File: config.mk
export PLATFORM = sky130hd
export DESIGN_NAME = lls_queue
export DESIGN_NICKNAME = d
export VERILOG_FILES = /design/src/hw/rtl/lls_pkg.sv /design/src/hw/rtl/lls_queue.sv
export SDC_FILE = /design/constraint.sdc
export NUM_CORES = 1
export LEC_CHECK = 0
export BUFFER_PORTS_ARGS = -buffer_cell sky130_fd_sc_hd__buf_2
export CAP_MARGIN = 20
export CORE_AREA = 4 4 150 152
export DETAILED_ROUTE_END_ITERATION = 16
export DIE_AREA = 0 0 154 156
export PLACE_DENSITY = 0.83
export SLEW_MARGIN = 20
export SYNTH_ARGS = -nofsm -noshare
export SYNTH_HDL_FRONTEND = slang
export SYNTH_SLANG_ARGS = --single-unit
File: constraint.sdc
create_clock -name clk -period 5.7 [get_ports clk]
set_clock_uncertainty 0.15 [all_clocks]
set_input_delay 0.57 -clock clk [delete_from_list [all_inputs] [get_ports clk]]
set_output_delay 0.57 -clock clk [all_outputs]
set_load 0.05 [all_outputs]
File: src/hw/rtl/lls_pkg.sv
// Shared constants, types and helpers of the Laplacian level split block.
// Used by every module under hw/rtl except lls_ram; has no dependencies of its own.
package lls_pkg;

  localparam int MAX_WIDTH   = 2048;
  localparam int MAX_HEIGHT  = 2048;
  localparam int SAMPLE_BITS = 16;

  localparam int CFG_W    = 12;
  localparam int COL_W    = $clog2(MAX_WIDTH);
  localparam int ROW_W    = $clog2(MAX_HEIGHT);
  localparam int WSZ_W    = $clog2(MAX_WIDTH + 1);
  localparam int HSZ_W    = $clog2(MAX_HEIGHT + 1);
  localparam int DIM_W    = (WSZ_W > HSZ_W) ? WSZ_W : HSZ_W;
  localparam int SIZE_W   = (CFG_W > DIM_W) ? CFG_W : DIM_W;
  localparam int MEAN_W   = SAMPLE_BITS + 2;
  localparam int DETAIL_W = SAMPLE_BITS + 3;
  localparam int COORD_W  = 10;

  localparam int QDEPTH = 4;
  localparam int QPTR_W = $clog2(QDEPTH);
  localparam int QCNT_W = $clog2(QDEPTH + 1);

  localparam int PADDR_W = 3;
  localparam int PDATA_W = 32;

  localparam logic [CFG_W-1:0] CFG_RESET = CFG_W'(2048);

  typedef enum logic [0:0] {
    REG_FRAME_WIDTH  = 1'b0,
    REG_FRAME_HEIGHT = 1'b1
  } reg_idx_t;

  typedef enum logic {
    KIND_HOLD,
    KIND_EMIT
  } kind_t;

  typedef struct packed {
    logic [SAMPLE_BITS-1:0] tl;
    logic [SAMPLE_BITS-1:0] tr;
    logic [SAMPLE_BITS-1:0] bl;
    logic [SAMPLE_BITS-1:0] br;
    logic [COORD_W-1:0]     col;
    logic [COORD_W-1:0]     row;
    logic                   done;
  } blk_t;

  typedef struct packed {
    logic valid;
    blk_t blk;
  } q_push_t;

  function automatic logic [SIZE_W-1:0] effective_size(input logic [CFG_W-1:0] size_reg,
                                                       input int max_size);
    logic [SIZE_W-1:0] s;
    logic [SIZE_W-1:0] m;
    s = SIZE_W'({size_reg[CFG_W-1:1], 1'b0});
    m = SIZE_W'(max_size) & ~SIZE_W'(1);
    if (s < SIZE_W'(2)) s = SIZE_W'(2);
    if (s > m) s = m;
    return s;
  endfunction

endpackage

File: src/hw/rtl/lls_queue.sv
// Short block queue between front end and back end.
// Depends on lls_pkg.
module lls_queue (
  input  logic                       clk,
  input  logic                       rst,
  input  lls_pkg::q_push_t           push,
  input  logic                       pop,
  output logic                       head_valid,
  output lls_pkg::blk_t              head,
  output logic [lls_pkg::QCNT_W-1:0] count
);

  lls_pkg::blk_t               slots [lls_pkg::QDEPTH];
  logic [lls_pkg::QPTR_W-1:0]  wr_ptr;
  logic [lls_pkg::QPTR_W-1:0]  rd_ptr;
  logic [lls_pkg::QPTR_W-1:0]  wr_ptr_next;
  logic [lls_pkg::QPTR_W-1:0]  rd_ptr_next;

  assign head_valid = count != '0;
  assign head       = slots[rd_ptr];

  assign wr_ptr_next = (wr_ptr == lls_pkg::QPTR_W'(lls_pkg::QDEPTH - 1)) ? '0
                       : wr_ptr + lls_pkg::QPTR_W'(1);
  assign rd_ptr_next = (rd_ptr == lls_pkg::QPTR_W'(lls_pkg::QDEPTH - 1)) ? '0
                       : rd_ptr + lls_pkg::QPTR_W'(1);

  always_ff @(posedge clk) begin
    if (rst) begin
      wr_ptr <= '0;
      rd_ptr <= '0;
      count  <= '0;
    end else begin
      if (push.valid) begin
        wr_ptr <= wr_ptr_next;
      end
      if (pop) begin
        rd_ptr <= rd_ptr_next;
      end
      if (push.valid && !pop) begin
        count <= count + lls_pkg::QCNT_W'(1);
      end else if (pop && !push.valid) begin
        count <= count - lls_pkg::QCNT_W'(1);
      end
    end
  end

  always_ff @(posedge clk) begin
    if (push.valid) begin
      slots[wr_ptr] <= push.blk;
    end
  end

  a_count_bound: assert property (@(posedge clk) disable iff (rst)
    count <= lls_pkg::QCNT_W'(lls_pkg::QDEPTH))
    else $error("queue count above depth");

  a_no_overflow: assert property (@(posedge clk) disable iff (rst)
    !(push.valid && !pop && (count == lls_pkg::QCNT_W'(lls_pkg::QDEPTH))))
    else $error("push into full queue");

  a_no_underflow: assert property (@(posedge clk) disable iff (rst)
    !(pop && (count == '0)))
    else $error("pop from empty queue");

  a_count_track: assert property (@(posedge clk) disable iff (rst)
    (push.valid && !pop) |=> (count == $past(count) + lls_pkg::QCNT_W'(1)))
    else $error("queue count lost a push");

endmodule

==> results.json <==
{
  "run_status": "complete, no violations",
  "drt_pre_antenna_iters": 4,
  "drc": 0,
  "worstSkewPairLatency_ps": 490,
  "postCtsHoldBufs": 0,
  "critPathArrivalTime_ps": 2820,
  "maximum_capacitance_violations": 0,
  "area.growth.synth_to_final_pct": 17.8,
  "cts.root.buffer_cell": "sky130_fd_sc_hd__clkbuf_16",
  "synth_cells": 488,
  "cts_repair_resize_count": 0,
  "worst_hold_path_stage_count": 1,
  "most-common-layout-cells": "sky130_fd_sc_hd__edfxtp_1 (340), sky130_fd_sc_hd__buf_2 (177), sky130_fd_sc_hd__mux4_2 (85), sky130_fd_sc_hd__clkbuf_16 (37), sky130_fd_sc_hd__clkinv_1 (11)",
  "syn-num-nets": 584,
  "achievable-frequency_ghz": 0.282,
  "floorplan.core_area_um2": 21000,
  "number_of_synthesis_warnings": 0,
  "drtIter0Drc": 423,
  "via_per_inst": 5.92,
  "grt_start_max_net_pins": 64,
  "pwr_density_cell_nw_per_um2": 397,
  "vdd_drop_max_mv": 0.296,
  "timing.final.max_slew_violations": 0,
  "drive_gt1_share_pct": 45.1,
  "timing.critical_path.from_type": "register",
  "initial_core_util_pct": 60.7,
  "worst_slew_pin_slew_ps": 996,
  "synthDistinctLibCells": 19,
  "seq_area_frac_synth_pct": 81.5,
  "reg2reg_capture_point": "slots[2][17]",
  "worst_hold_path.endpoint": "slots[2][78]",
  "worst_path_max_delay_cell": "sky130_fd_sc_hd__dfxtp_4",
  "grt-ovfl-total": 0,
  "r2r_start": "wr_ptr[0]",
  "gp_congestion": 0.733,
  "antenna_found_initial": 2,
  "floorplan.io_pins": 178,
  "mappedNetlistArea_um2": 12800,
  "grt_pass1_vias": 6231,
  "reg2regPathDepth": 4,
  "timing.hold.worst.start": "push[78]",
  "path_delay_family": "flip-flops",
  "fp.dieH_um": 156,
  "report.final.setup_viol": 0,
  "fillerInstances": 1177,
  "vias": 5864,
  "p_total_mw": 5.96,
  "setup_tns_ps": 0,
  "final_hold_viol_count": 0,
  "crit_path_max_incr_delay_ps": 970,
  "cts_post_setup_buffers_inserted": 0,
  "multiInputGateArea_um2": 2160,
  "total_clock_buffers_created_by_cts": 35,
  "final_common_cell": "sky130_fd_sc_hd__edfxtp_1",
  "hpwl_after_detailed_placement_um": 14200,
  "final.min_clock_period_ps": 3540,
  "worst-path-buf-inv": 2,
  "htree_levels": 2,
  "port_buffers": 177,
  "min-delay-path-class": "in -> reg",
  "die_width_um": 154,
  "antenna_violating_nets_post_route": 0,
  "drt_wl_total_um": 24100,
  "fin_crit_sh_pct": 62.1,
  "p_leak_nw": 5.11,
  "cts_tree": "done",
  "num_rows": 53,
  "crit_fanout": 48,
  "grtUsageTotal_pct": 20.3,
  "ctsLongestPathBuffers": 3,
  "tritoncts_num_sinks": 349,
  "max-slew-margin-rel_pct": 33.6,
  "register_area_um2": 10400,
  "synthesis.area_per_instance_um2": 26.1,
  "crit_chain": "buf_4, mux4_2, buf_2",
  "crit_required_ps": 4980,
  "number_of_logic_stages_on_the_critical_path_including_buffering": 3,
  "rsz_0062_raised_after_global_routing": "false",
  "die_area_um2": 24000,
  "detail_route.wl_per_cell_um": 24.3,
  "clk_pin_slew_worst_paths_ps": 60,
  "worstSetupEndpointType": "primary output",
  "num-nets-final": 786,
  "rrSetupSlack_ps": 3290,
  "ys_ff_latch": 349,
  "finish.utilization_pct": 71.5,
  "grt_first_pass_wirelength_um": 36900,
  "n_antenna_cell": 0,
  "worst-setup-path-type": "reg -> out"
}
-- cells in the mapped netlist --
master / n / area share [%]
sky130_fd_sc_hd__a21oi_1: 3 / 0.12
sky130_fd_sc_hd__and2_1: 4 / 0.20
sky130_fd_sc_hd__buf_1: 3 / 0.088
sky130_fd_sc_hd__buf_12: 6 / 0.94
sky130_fd_sc_hd__buf_2: 6 / 0.24
sky130_fd_sc_hd__buf_4: 3 / 0.18
sky130_fd_sc_hd__buf_6: 1 / 0.088
sky130_fd_sc_hd__dfxtp_1: 9 / 1.4
sky130_fd_sc_hd__edfxtp_1: 340 / 80
sky130_fd_sc_hd__fa_1: 1 / 0.16
sky130_fd_sc_hd__ha_1: 6 / 0.59
sky130_fd_sc_hd__inv_1: 5 / 0.15
sky130_fd_sc_hd__mux2i_1: 3 / 0.24
sky130_fd_sc_hd__mux4_2: 85 / 15
sky130_fd_sc_hd__nor2_1: 6 / 0.18
sky130_fd_sc_hd__nor3b_1: 2 / 0.12
sky130_fd_sc_hd__o21ai_0: 1 / 0.039
sky130_fd_sc_hd__or3_1: 2 / 0.098
sky130_fd_sc_hd__xor2_1: 2 / 0.14
-- routing by layer --
metal / track usage [%] / share of wire (%)
met4: 4.84 / 1.8
met5: 0 / 0.11
met3: 4.63 / 7.5
met1: 27.3 / 38
met2: 34.8 / 52
-- sequential cells by signal (all words and copies together) (netlist names), named ones only --
name and flops:
rd_ptr 2, count 3, wr_ptr 2, slots 340
-- through the flow --
stage | std cells | worst slack, ps | cell area, um2 | hold WS (ps)
floorplan | 488 | 2550 | 12800 | 342
CTS | 991 | 2040 | 15000 | 112
global route | 991 | 1890 | 15000 | 118
finish | 991 | 2160 | 15000 | 136
detailed placement | 928 | 2560 | 13900 | 382
global placement | 928 | 2590 | 13900 | 324
-- how the worst max path moves through the flow --
stage | start | end | slack [ps]
3_3_place_gp | register | head[25] | 2590
4_1_cts | register | head[72] | 2040
3_5_place_dp | register | head[72] | 2560
5_1_grt | register | head[72] | 1890
2_1_floorplan | push[85] | slots[0][0] | 2550
6_report | register | head[72] | 2160
-- area by class of cell --
| cell class | instances | area share [%] |
|---|---|---|
| clock inverter | 22 | 1.49 |
| timing repair buffer | 184 | 6.25 |
| clock buffer | 41 | 6.26 |
| sequential | 349 | 69.2 |
| inverter | 5 | 0.125 |
| multi-input combinational | 115 | 14.4 |
| tap | 275 | 2.29 |
-- worst reg2reg max path, delay by kind of cell, from the launching register on --
kind / cells / cell delay, ps
flops: 1 / 350
buf+inv: 2 / 730
fa+ha+maj: 1 / 150
simple gates: 1 / 640
-- power breakdown --
| group | total [mW] | leakage [nW] | internal, mW | switching [mW] |
|---|---|---|---|---|
| registers | 2.98 | 3.20 | 2.93 | 0.0489 |
| clock network | 2.28 | 0.568 | 1.40 | 0.881 |
| logic | 0.697 | 1.34 | 0.205 | 0.492 |
-- cells by family after synthesis --
logic type / synth area share [%]
AOI/OAI and AO/OA: 0.157
xor gates and xnor gates: 0.137
adders and majority gates: 0.745
buffers and inverters: 1.68
DFF: 81.5
muxes: 15.2
and+or+nand+nor: 0.588
Note: power is estimated with default switching activity, not from simulation.
