<file path="src/hw/rtl/lls_pkg.sv">
// Shared constants, types and helpers of the Laplacian level split block.
// Used by every module under hw/rtl except lls_ram; has no dependencies of its own.
package lls_pkg;

  localparam int MAX_WIDTH   = 2048;
  localparam int MAX_HEIGHT  = 2048;
  localparam int SAMPLE_BITS = 16;

  localparam int CFG_W    = 12;
  localparam int COL_W    = $clog2(MAX_WIDTH);
  localparam int ROW_W    = $clog2(MAX_HEIGHT);
  localparam int WSZ_W    = $clog2(MAX_WIDTH + 1);
  localparam int HSZ_W    = $clog2(MAX_HEIGHT + 1);
  localparam int DIM_W    = (WSZ_W > HSZ_W) ? WSZ_W : HSZ_W;
  localparam int SIZE_W   = (CFG_W > DIM_W) ? CFG_W : DIM_W;
  localparam int MEAN_W   = SAMPLE_BITS + 2;
  localparam int DETAIL_W = SAMPLE_BITS + 3;
  localparam int COORD_W  = 10;

  localparam int QDEPTH = 4;
  localparam int QPTR_W = $clog2(QDEPTH);
  localparam int QCNT_W = $clog2(QDEPTH + 1);

  localparam int PADDR_W = 3;
  localparam int PDATA_W = 32;

  localparam logic [CFG_W-1:0] CFG_RESET = CFG_W'(2048);

  typedef enum logic [0:0] {
    REG_FRAME_WIDTH  = 1'b0,
    REG_FRAME_HEIGHT = 1'b1
  } reg_idx_t;

  typedef enum logic {
    KIND_HOLD,
    KIND_EMIT
  } kind_t;

  typedef struct packed {
    logic [SAMPLE_BITS-1:0] tl;
    logic [SAMPLE_BITS-1:0] tr;
    logic [SAMPLE_BITS-1:0] bl;
    logic [SAMPLE_BITS-1:0] br;
    logic [COORD_W-1:0]     col;
    logic [COORD_W-1:0]     row;
    logic                   done;
  } blk_t;

  typedef struct packed {
    logic valid;
    blk_t blk;
  } q_push_t;

  function automatic logic [SIZE_W-1:0] effective_size(input logic [CFG_W-1:0] size_reg,
                                                       input int max_size);
    logic [SIZE_W-1:0] s;
    logic [SIZE_W-1:0] m;
    s = SIZE_W'({size_reg[CFG_W-1:1], 1'b0});
    m = SIZE_W'(max_size) & ~SIZE_W'(1);
    if (s < SIZE_W'(2)) s = SIZE_W'(2);
    if (s > m) s = m;
    return s;
  endfunction

endpackage

</file>
<file path="src/hw/rtl/lls_back.sv">
// Back end: forms block sum and detail values and holds them in the output
// register. Depends on lls_pkg.
module lls_back (
  input  logic                                 clk,
  input  logic                                 rst,
  input  logic                                 head_valid,
  input  lls_pkg::blk_t                        head,
  output logic                                 pop,
  output logic                                 out_valid,
  input  logic                                 out_stall,
  output logic [lls_pkg::MEAN_W-1:0]           mean_quarters,
  output logic signed [lls_pkg::DETAIL_W-1:0]  detail_top_left,
  output logic signed [lls_pkg::DETAIL_W-1:0]  detail_top_right,
  output logic signed [lls_pkg::DETAIL_W-1:0]  detail_bottom_left,
  output logic signed [lls_pkg::DETAIL_W-1:0]  detail_bottom_right,
  output logic [lls_pkg::COORD_W-1:0]          block_column,
  output logic [lls_pkg::COORD_W-1:0]          block_row,
  output logic                                 frame_done
);

  logic                          load;
  logic [lls_pkg::MEAN_W-1:0]    sum;
  logic [lls_pkg::DETAIL_W-1:0]  sum_x;

  function automatic logic [lls_pkg::DETAIL_W-1:0] detail(
      input logic [lls_pkg::SAMPLE_BITS-1:0] px,
      input logic [lls_pkg::DETAIL_W-1:0]    total);
    logic [lls_pkg::DETAIL_W-1:0] px4;
    px4 = lls_pkg::DETAIL_W'({px, 2'b00});
    return px4 - total;
  endfunction

  assign load = !out_valid || !out_stall;
  assign pop  = head_valid && load;

  assign sum = lls_pkg::MEAN_W'(head.tl) + lls_pkg::MEAN_W'(head.tr)
             + lls_pkg::MEAN_W'(head.bl) + lls_pkg::MEAN_W'(head.br);
  assign sum_x = lls_pkg::DETAIL_W'(sum);

  always_ff @(posedge clk) begin
    if (rst) begin
      out_valid <= 1'b0;
    end else if (load) begin
      out_valid <= head_valid;
    end
  end

  always_ff @(posedge clk) begin
    if (pop) begin
      mean_quarters       <= sum;
      detail_top_left     <= detail(head.tl, sum_x);
      detail_top_right    <= detail(head.tr, sum_x);
      detail_bottom_left  <= detail(head.bl, sum_x);
      detail_bottom_right <= detail(head.br, sum_x);
      block_column        <= head.col;
      block_row           <= head.row;
      frame_done          <= head.done;
    end
  end

endmodule

</file>
<file path="config.mk">
export PLATFORM = sky130hd
export DESIGN_NAME = lls_back
export DESIGN_NICKNAME = d
export VERILOG_FILES = /design/src/hw/rtl/lls_pkg.sv /design/src/hw/rtl/lls_back.sv
export SDC_FILE = /design/constraint.sdc
export NUM_CORES = 1
export LEC_CHECK = 0
export BUFFER_PORTS_ARGS = -buffer_cell sky130_fd_sc_hd__buf_2
export CAP_MARGIN = 5
export CORE_AREA = 2 2 145 147
export CTS_BUF_LIST = sky130_fd_sc_hd__clkbuf_2
export CTS_CLUSTER_DIAMETER = 40
export CTS_CLUSTER_SIZE = 40
export DETAILED_ROUTE_END_ITERATION = 8
export DIE_AREA = 0 0 147 149
export HOLD_SLACK_MARGIN = 0.08
export PLACE_DENSITY = 0.67
export RECOVER_POWER = 25
export SLEW_MARGIN = 25
export SYNTH_ARGS = -nofsm -noshare
export SYNTH_HDL_FRONTEND = slang
export SYNTH_SLANG_ARGS = --single-unit
</file>
<file path="constraint.sdc">
create_clock -name clk -period 17.4 [get_ports clk]
set_input_delay 2.61 -clock clk [delete_from_list [all_inputs] [get_ports clk]]
set_output_delay 2.61 -clock clk [all_outputs]
set_load 0.005 [all_outputs]
</file>
==> flow_summary.ini, run 1 <==
[outcome]
status = finished, violations left
violations = capacitance limit, slew limit

[drt]
drc = 0
drtPass1Iterations = 4
finalWirelength_mm = 19.92
ant_nets = 0
drt_iter0_markers = 424
vias = 6069
vias_per_cell = 4.962
wl_per_cell_um = 16.29

[finish]
fin_util = 0.4573
syn_to_final_growth_pct = 17.89
drive_gt1_frac = 0.2479
layout_common_cells = buf_2, edfxtp_1, inv_1, ha_1, xnor2_1
final_nets = 1134
final_common_cell = buf_2

[sta]
finalSetupViolCount = 0
min_period_ns = 7.598
final_hold_viol_count = 0
finalMaxSlewViolations = 45
tns_ns = 0
tightestPinTransition_ns = 2.478
fin_crit_sh = 0.4367
fin_skew_ns = 0.04678
fmaxAchievable_ghz = 0.1316
rsz0062_at_grt = no
slew_headroom = -0.6517

[yosys]
netlist_area_um2 = 7975
synth.distinct_cells = 76
ys_seq_elements = 109
avgSynthCellArea_um2 = 10.88
synth_fp_nets = 928
synth-async-reset-ratio = 0
yosysWarnings = 0
netlist_instances = 733
yosysSeqAreaShare = 0.4092
synth_ff_type = edfxtp_1
synth_edf_count = 108

[clocking]
cts_root_buf = clkbuf_2
clk_pin_slew_worst_paths_ns = 0.33
numCtsBuffers = 9
cts-hold-fix-buffers = 0
cts_max_path_buffers = 2
h-tree-depth = 3
ctsResizeCount = 0
cts.sinks = 109
cts_tree = done
postCtsSetupRepairBufs = 0
worstSkewPairLatency_ns = 0.68

[global_route]
grt_usage = 0.1810
grt.busiest_layer = met2
grt_max_degree = 67
antenna_found_initial = 3
grt_first_pass_wirelength_mm = 30.84
use_met3 = 0.02905
grt-ovfl-total = 0
grt_pass1_vias = 5969
grtUsageMet1 = 0.2471
grt_util_met2 = 0.2969

[floorplanning]
die-area_um2 = 21900
fp-row-count = 53
core_area_um2 = 20560
die_w_um = 147
die_h_um = 149
io_pins = 206
initial_core_util = 0.3879

[critical_path]
r2r_start = out_valid$_SDFFE_PP0N_
cp.arrival_ns = 4.99
cp-start-kind = primary input
end_kind = output pin
critPathRequiredTime_ns = 14.79
worstSetupStartpoint = out_stall
path_max_fanout = 44
setup.worst_path.class = primary input to output pin

[placed_design]
portBuffers = 205
gp_congestion = 0.8917
dp_hpwl_mm = 16.33

[power]
p_leak_nw = 4.187
p_per_area_nw_per_um2 = 204.3
vdd_drop_max_v = 0.00005906

[job]
cap_violations = 1

[worst_hold_path]
hp-start = out_valid$_SDFFE_PP0N_
hp-class = flip-flop to flip-flop
## state kept, by name, indices dropped and copies added, names as in the netlist
register             cells
block_column            10
block_row               10
detail_bottom_left      17
detail_bottom_right     17
detail_top_left         18
detail_top_right        17
frame_done               1
mean_quarters           18
out_valid                1
## cell usage after synthesis (2+ instances only)
master     instances  area, µm²
a211o_1            3      26.28
a211oi_1          10      75.07
a21boi_0           4      30.03
a21boi_1           2      15.01
a21o_1            13      97.59
a21oi_1           46      230.2
a221oi_1           5      43.79
a31oi_1            8      50.05
and2_1             4      25.02
and3_1             4      25.02
buf_4              8      60.06
clkbuf_1           2      7.510
edfxtp_1         108       3243
fa_1              32      640.6
ha_1              74      925.9
inv_1            101      379.1
maj3_1             4      40.04
maj3_2             3      33.78
nand2_1           31      116.4
nand2b_1          11      68.82
nand3_1           14      70.07
nand3b_1           2      15.01
nand4_1            2      12.51
nor2_1            33      123.9
nor2b_1            6      37.54
nor3_1             8      40.04
nor3b_1            5      37.54
o2111ai_1          5      43.79
o211ai_1           8      60.06
o21a_1            16      120.1
o21ai_0           33      165.2
o21ai_1            3      15.01
o21bai_1           3      22.52
o22ai_1            2      12.51
o31a_1             2      17.52
o41ai_1            2      17.52
or2_1              2      12.51
or2_2              4      25.02
or3_1              5      31.28
or4_1              2      15.01
xnor2_1           55      481.7
xor2_1            14      122.6
## power by group
part           switching (mW)  internal (mW)
clock network           0.101         0.0243
logic                   0.716          0.564
registers              0.0323          0.482
total                   0.850           1.07
## cell families (layout without fill, tap and decap cells)
kind of cell / after synthesis / after routing / share of synthesized area
compound gates: 184 / 184 / 0.1550
xor+xnor: 69 / 69 / 0.07578
fa+ha+maj: 113 / 113 / 0.2057
buf+inv: 114 / 325 / 0.05852
flops: 109 / 109 / 0.4092
mux: 2 / 2 / 0.002667
other cells: 0 / 4 / 0
simple gates: 142 / 142 / 0.09319
## worst max-delay path, cell delays in order
cell      delay, ns
clkbuf_1       0.11
a21boi_4       0.14
clkbuf_1       1.76
buf_2          0.35
## routing by layer
layer,vias to the layer above,part of all wire
met5,-,0
met4,0,0.023
met3,30,0.047
met2,148,0.46
met1,2843,0.47
li1,3048,-
## layout make-up
class | instances | area (µm²)
fillers | 2032 | 11160
clock buffers | 9 | 45.04
well taps | 275 | 344.1
repair buffers | 207 | 1025
inverters | 102 | 382.9
clock inverters | 7 | 75.07
multi-input cells | 510 | 4257
diodes | 4 | 10.01
flip-flops and latches | 109 | 3263
## final timing paths
path | cells after the start | slack (ns) | to
setup / recovery | 4 | 9.80 | pop
hold reg to reg | 2 | 0.59 | out_valid$_SDFFE_PP0N_
hold / removal | 2 | 0.59 | out_valid$_SDFFE_PP0N_
setup reg to reg | 3 | 13.77 | mean_quarters[8]$_DFFE_PP_
## through the flow
stage	power, mW	setup slack, ns	hold slack, ns	area, µm²	std cells
final	1.920	9.802	0.5886	9402	1223
after floorplan	1.461	4.254	0.4923	7975	733
after global placement	1.782	9.433	0.5355	9288	1203
after global routing	2.099	9.556	0.6254	9397	1221
after detailed placement	1.796	9.344	0.5715	9288	1203
after CTS	1.930	10.18	0.5975	9408	1219
Power figures use the tool's default switching activity.
==> run 2: changes to the inputs <==
--- a/config.mk
+++ b/config.mk
@@ -14,7 +14,7 @@
 export DETAILED_ROUTE_END_ITERATION = 8
 export DIE_AREA = 0 0 147 149
 export HOLD_SLACK_MARGIN = 0.08
-export PLACE_DENSITY = 0.67
+export PLACE_DENSITY = 0.7
 export RECOVER_POWER = 25
 export SLEW_MARGIN = 25
 export SYNTH_ARGS = -nofsm -noshare
==> constraint.sdc (replaced) <==
create_clock -name clk -period 6.45 [get_ports clk]
set_input_delay 0.9675 -clock clk [delete_from_list [all_inputs] [get_ports clk]]
set_output_delay 0.9675 -clock clk [all_outputs]
set_load 0.005 [all_outputs]
==> run 2 against run 1 <==
- the run still ends with capacitance limit, slew limit left
- via count grew 2.3%
- power grew to 2.7 times the previous value
- combinational power grew to 2.7 times the previous value
- global-route usage shrank 0.38 points
- die area is the same
- worst setup slack lost 9.1 ns
- cell area grew 0.59%
- wire length shrank 0.20%
- sequential share of layout area shrank 0.20 points
- clock power grew to 2.9 times the previous value
- critical path type is now primary input to flip-flop
- largest power group unchanged
- highest routed layer unchanged
==> flow_summary.ini, run 2 (synthesized netlist as in run 1, its figures left out) <==
[finish]
syn_to_final_growth_pct = 18.58
final_common_cell = buf_2
drive_gt1_frac = 0.2550
final_area_um2 = 9457
top_regs = detail_top_left x18, mean_quarters x18
final_nets = 1139
layoutNonFillerInstCount = 1231
layout_common_cells = buf_2, edfxtp_1, inv_1, ha_1, xnor2_1
fin_util = 0.4600

[sta]
fin_crit_sh = 0.8895
min_period_ns = 5.737
slew_headroom = -0.9671
fin_skew_ns = 0.04700
finalSetupViolCount = 0
tightestPinTransition_ns = 2.951
final_hold_viol_count = 0
whs_ns = 0.3739
tns_ns = 0
finalMaxSlewViolations = 53
rsz0062_at_grt = no
worst_slack_ns = 0.7127
fmaxAchievable_ghz = 0.1743

[global_route]
grt_first_pass_wirelength_mm = 30.22
grt_max_degree = 58
antenna_found_initial = 7
grt_pass1_vias = 5976
grt_usage = 0.1772
grt-ovfl-total = 0

[clocking]
postCtsSetupRepairBufs = 0
cts_max_path_buffers = 2
h-tree-depth = 3
cts_root_buf = clkbuf_2
cts.sinks = 109
clk_pin_slew_worst_paths_ns = 0.37
cts_tree = done
numCtsBuffers = 9
worstSkewPairLatency_ns = 0.67
cts-hold-fix-buffers = 0
ctsResizeCount = 0

[drt]
drt_iter0_markers = 549
wl_per_cell_um = 16.15
ant_nets = 0
vias_per_cell = 5.044
vias = 6209
drtPass1Iterations = 5
finalWirelength_mm = 19.88
drc = 0

[power]
vdd_drop_max_v = 0.0001675
p_clk_frac = 0.070
p_switching_mw = 2.292
swShare = 0.4367
intPower_mw = 2.957
power_mw = 5.249
p_per_area_nw_per_um2 = 555.1
p_leak_nw = 4.228
combPwrFrac = 0.668
seq_power_share = 0.262

[floorplanning]
die_h_um = 149
die-area_um2 = 21900
initial_core_util = 0.3879
io_pins = 206
fp-row-count = 53
core_area_um2 = 20560
die_w_um = 147

[worst_hold_path]
hp-class = primary input to flip-flop

[outcome]
status = finished, violations left
violations = capacitance limit, slew limit

[critical_path]
end_kind = flip-flop
slowest_delay_ns = 0.53
path_max_fanout = 5
setup.worst_path.class = primary input to flip-flop
crit_slowest_cell = fa_1
critPathRequiredTime_ns = 6.96
cp.arrival_ns = 6.25
cp-start-kind = primary input

[placed_design]
pre_cts_slack_ns = 0.02420
dp_hpwl_mm = 16.09
dp_cells = 1208
post_dp_cell_area_um2 = 9325
portBuffers = 205
gp_congestion = 0.8810

[job]
cap_violations = 1
[run 2: cell types whose count changed in the layout (fill, tap and decap cells not counted), sizes merged]
cell,delta
clkinvlp,-1
bufinv,+1
diode,+3
buf,+9
clkbuf,-4
[run 2: power by group through the flow]
stage                     clock network (mW)  logic (mW)  registers [mW]
after CTS                              0.379        3.50            1.38
after global routing                   0.402        3.90            1.40
after detailed placement                   0        3.48            1.40
after floorplan                            0        2.50            1.43
after global placement                     0        3.44            1.39
final                                  0.366        3.51            1.38
[run 2: path summary, 6_finish.rpt]
path	cells after the start	end	startpoint	slack, ns
setup / recovery	25	detail_bottom_right[16]$_DFFE_PP_	head[22]	0.71
hold reg to reg	2	out_valid$_SDFFE_PP0N_	out_valid$_SDFFE_PP0N_	0.55
hold / removal	2	out_valid$_SDFFE_PP0N_	rst	0.37
setup reg to reg	3	mean_quarters[8]$_DFFE_PP_	out_valid$_SDFFE_PP0N_	2.45
[run 2: layout make-up]
| class | count | area, µm² |
|---|---|---|
| multi-input combinational | 510 | 4245 |
| inverter | 102 | 382.9 |
| fill | 1948 | 11100 |
| antenna | 7 | 17.52 |
| tap | 275 | 344.1 |
| clock buffer | 9 | 45.04 |
| sequential | 109 | 3263 |
| clock inverter | 7 | 91.34 |
| timing repair buffer | 212 | 1067 |
[run 2: critical path: cells and delay by family]
kind	cells	cell delay, ns
compound gates	7	1.59
simple gates	5	0.50
xor+xnor	2	0.65
fa+ha+maj	6	2.02
buf+inv	5	0.50
[run 2: per-layer routing]
layer  GRT usage  part of all wire  up-vias
met1      0.2336              0.44     2910
met3     0.03425             0.060       30
met2      0.2908              0.47      198
met4     0.06827             0.021        0
met5           0                 0        -
li1            -                 -     3071
==> run 3: changes to the inputs <==
--- a/config.mk
+++ b/config.mk
@@ -15,7 +15,7 @@
 export DIE_AREA = 0 0 147 149
 export HOLD_SLACK_MARGIN = 0.08
 export PLACE_DENSITY = 0.7
-export RECOVER_POWER = 25
+export RECOVER_POWER = 100
 export SLEW_MARGIN = 25
 export SYNTH_ARGS = -nofsm -noshare
 export SYNTH_HDL_FRONTEND = slang
==> run 3 against run 2 <==
- the flow still finishes with violations (capacitance limit, slew limit)
- global-route usage is the same
- critical endpoint unchanged
- largest cell class unchanged
- worst hold slack better by 0.0097 ns
- sequential share of layout area rose by 0.44 points
- clock-buffer cell count did not move
- highest routed layer unchanged
- critical path depth unchanged
==> flow_summary.ini, run 3 (synthesized netlist as in run 1, its figures left out) <==
[global_route]
grt_max_degree = 58
grt_first_pass_wirelength_mm = 30.22
grt_usage = 0.1772
grt_pass1_vias = 5976
grt-ovfl-total = 0
antenna_found_initial = 7

[critical_path]
end_kind = flip-flop
setup.worst_path.class = primary input to flip-flop
cp.arrival_ns = 6.32
crit_slowest_cell = fa_1
critPathRequiredTime_ns = 6.95
cp-start-kind = primary input
slowest_delay_ns = 0.53
reg2reg_depth = 3
path_max_fanout = 5

[clocking]
postCtsSetupRepairBufs = 0
cts_root_buf = clkbuf_2
ctsResizeCount = 0
cts.sinks = 109
h-tree-depth = 3
cts-hold-fix-buffers = 0
cts_tree = done
numCtsBuffers = 9
cts_max_path_buffers = 2
clk_pin_slew_worst_paths_ns = 0.36
worstSkewPairLatency_ns = 0.66

[finish]
final_nets = 1139
top_regs = detail_top_left x18, mean_quarters x18
seq_area_um2 = 3263
layout_common_cells = buf_2, edfxtp_1, inv_1, ha_1, clkbuf_1
syn_to_final_growth_pct = 17.09
nFillCells = 1985
multiInputGateArea_um2 = 4219
drive_gt1_frac = 0.1718
final_common_cell = buf_2
final_area_um2 = 9338

[sta]
finalSetupViolCount = 0
rsz0062_at_grt = no
slew_headroom = -0.9686
fin_crit_sh = 0.9018
finalMaxSlewViolations = 53
final_hold_viol_count = 0
fin_skew_ns = 0.04326
fmaxAchievable_ghz = 0.1719
min_period_ns = 5.817
tns_ns = 0
tightestPinTransition_ns = 2.953

[power]
p_per_area_nw_per_um2 = 554.1
p_clk_frac = 0.071
vdd_drop_max_v = 0.0001662
p_switching_mw = 2.286
combPwrFrac = 0.662
swShare = 0.4419
p_leak_nw = 4.015
intPower_mw = 2.888
seq_power_share = 0.268

[floorplanning]
core_area_um2 = 20560
die_w_um = 147
die_h_um = 149
initial_core_util = 0.3879
fp-row-count = 53
die-area_um2 = 21900
io_pins = 206

[placed_design]
dp_hpwl_mm = 16.09
gp_congestion = 0.8810
portBuffers = 205
post_dp_cell_area_um2 = 9325

[drt]
vias = 6200
finalWirelength_mm = 19.87
drt_iter0_markers = 498
drc = 0
drtPass1Iterations = 5
wl_per_cell_um = 16.14
ant_nets = 0
vias_per_cell = 5.037

[outcome]
status = finished, violations left
violations = capacitance limit, slew limit

[job]
cap_violations = 1

[worst_hold_path]
whs_path_depth = 2
hp-class = primary input to flip-flop
==> run 3: cell types whose count changed in the layout (fill, tap and decap cells not counted), sizes merged <==
cell,change
clkbuf,+69
buf,-69
==> run 3: metal layers <==
metal  wire (µm)  share of wire  GRT usage
met3        1224          0.062    0.03425
met2        9374           0.47     0.2908
met5           0              0          0
met4         401          0.020    0.06827
met1        8866           0.45     0.2336
==> run 3: per-stage QoR <==
step	setup WS (ns)	power [mW]	hold slack, ns	utilization	instances
3_5_place_dp	0.02420	4.871	0.5619	0.4536	1208
4_1_cts	0.8633	5.260	0.3048	0.4603	1224
3_3_place_gp	0.2442	4.833	0.5410	0.4536	1208
5_1_grt	0.1657	5.638	0.3127	0.4541	1230
2_1_floorplan	0.6799	3.934	0.5174	-	733
6_report	0.6334	5.174	0.3836	0.4542	1231
==> run 3: area by class of cell <==
cell class / count / area share
multi-input cells: 510 / 0.4518
well taps: 275 / 0.03685
repair buffers: 212 / 0.1044
clock buffers: 9 / 0.004824
flip-flops and latches: 109 / 0.3495
inverters: 102 / 0.04100
diodes: 7 / 0.001876
clock inverters: 7 / 0.009782
==> run 3: power groups by stage <==
stage	combinational [mW]	sequential, mW	clock, mW
after floorplan	2.50	1.43	0
after global placement	3.44	1.39	0
after detailed placement	3.48	1.40	0
after CTS	3.50	1.38	0.379
after global routing	3.83	1.41	0.402
final	3.42	1.38	0.366
==> run 3: worst max-delay path, delay by kind of cell <==
kind | cells | cell delay [ns]
AND/OR/NAND/NOR | 5 | 0.55
AO/OA/AOI/OAI | 7 | 1.69
buffers and inverters | 5 | 0.49
XOR/XNOR | 2 | 0.65
adder cells (fa/ha/maj) | 6 | 1.98
==> run 3: final timing paths <==
path / startpoint / to / slack, ns
worst min-delay path: rst / out_valid$_SDFFE_PP0N_ / 0.38
worst max register to register: out_valid$_SDFFE_PP0N_ / mean_quarters[8]$_DFFE_PP_ / 1.95
worst min register to register: out_valid$_SDFFE_PP0N_ / out_valid$_SDFFE_PP0N_ / 0.55
worst max-delay path: head[22] / detail_bottom_right[16]$_DFFE_PP_ / 0.63
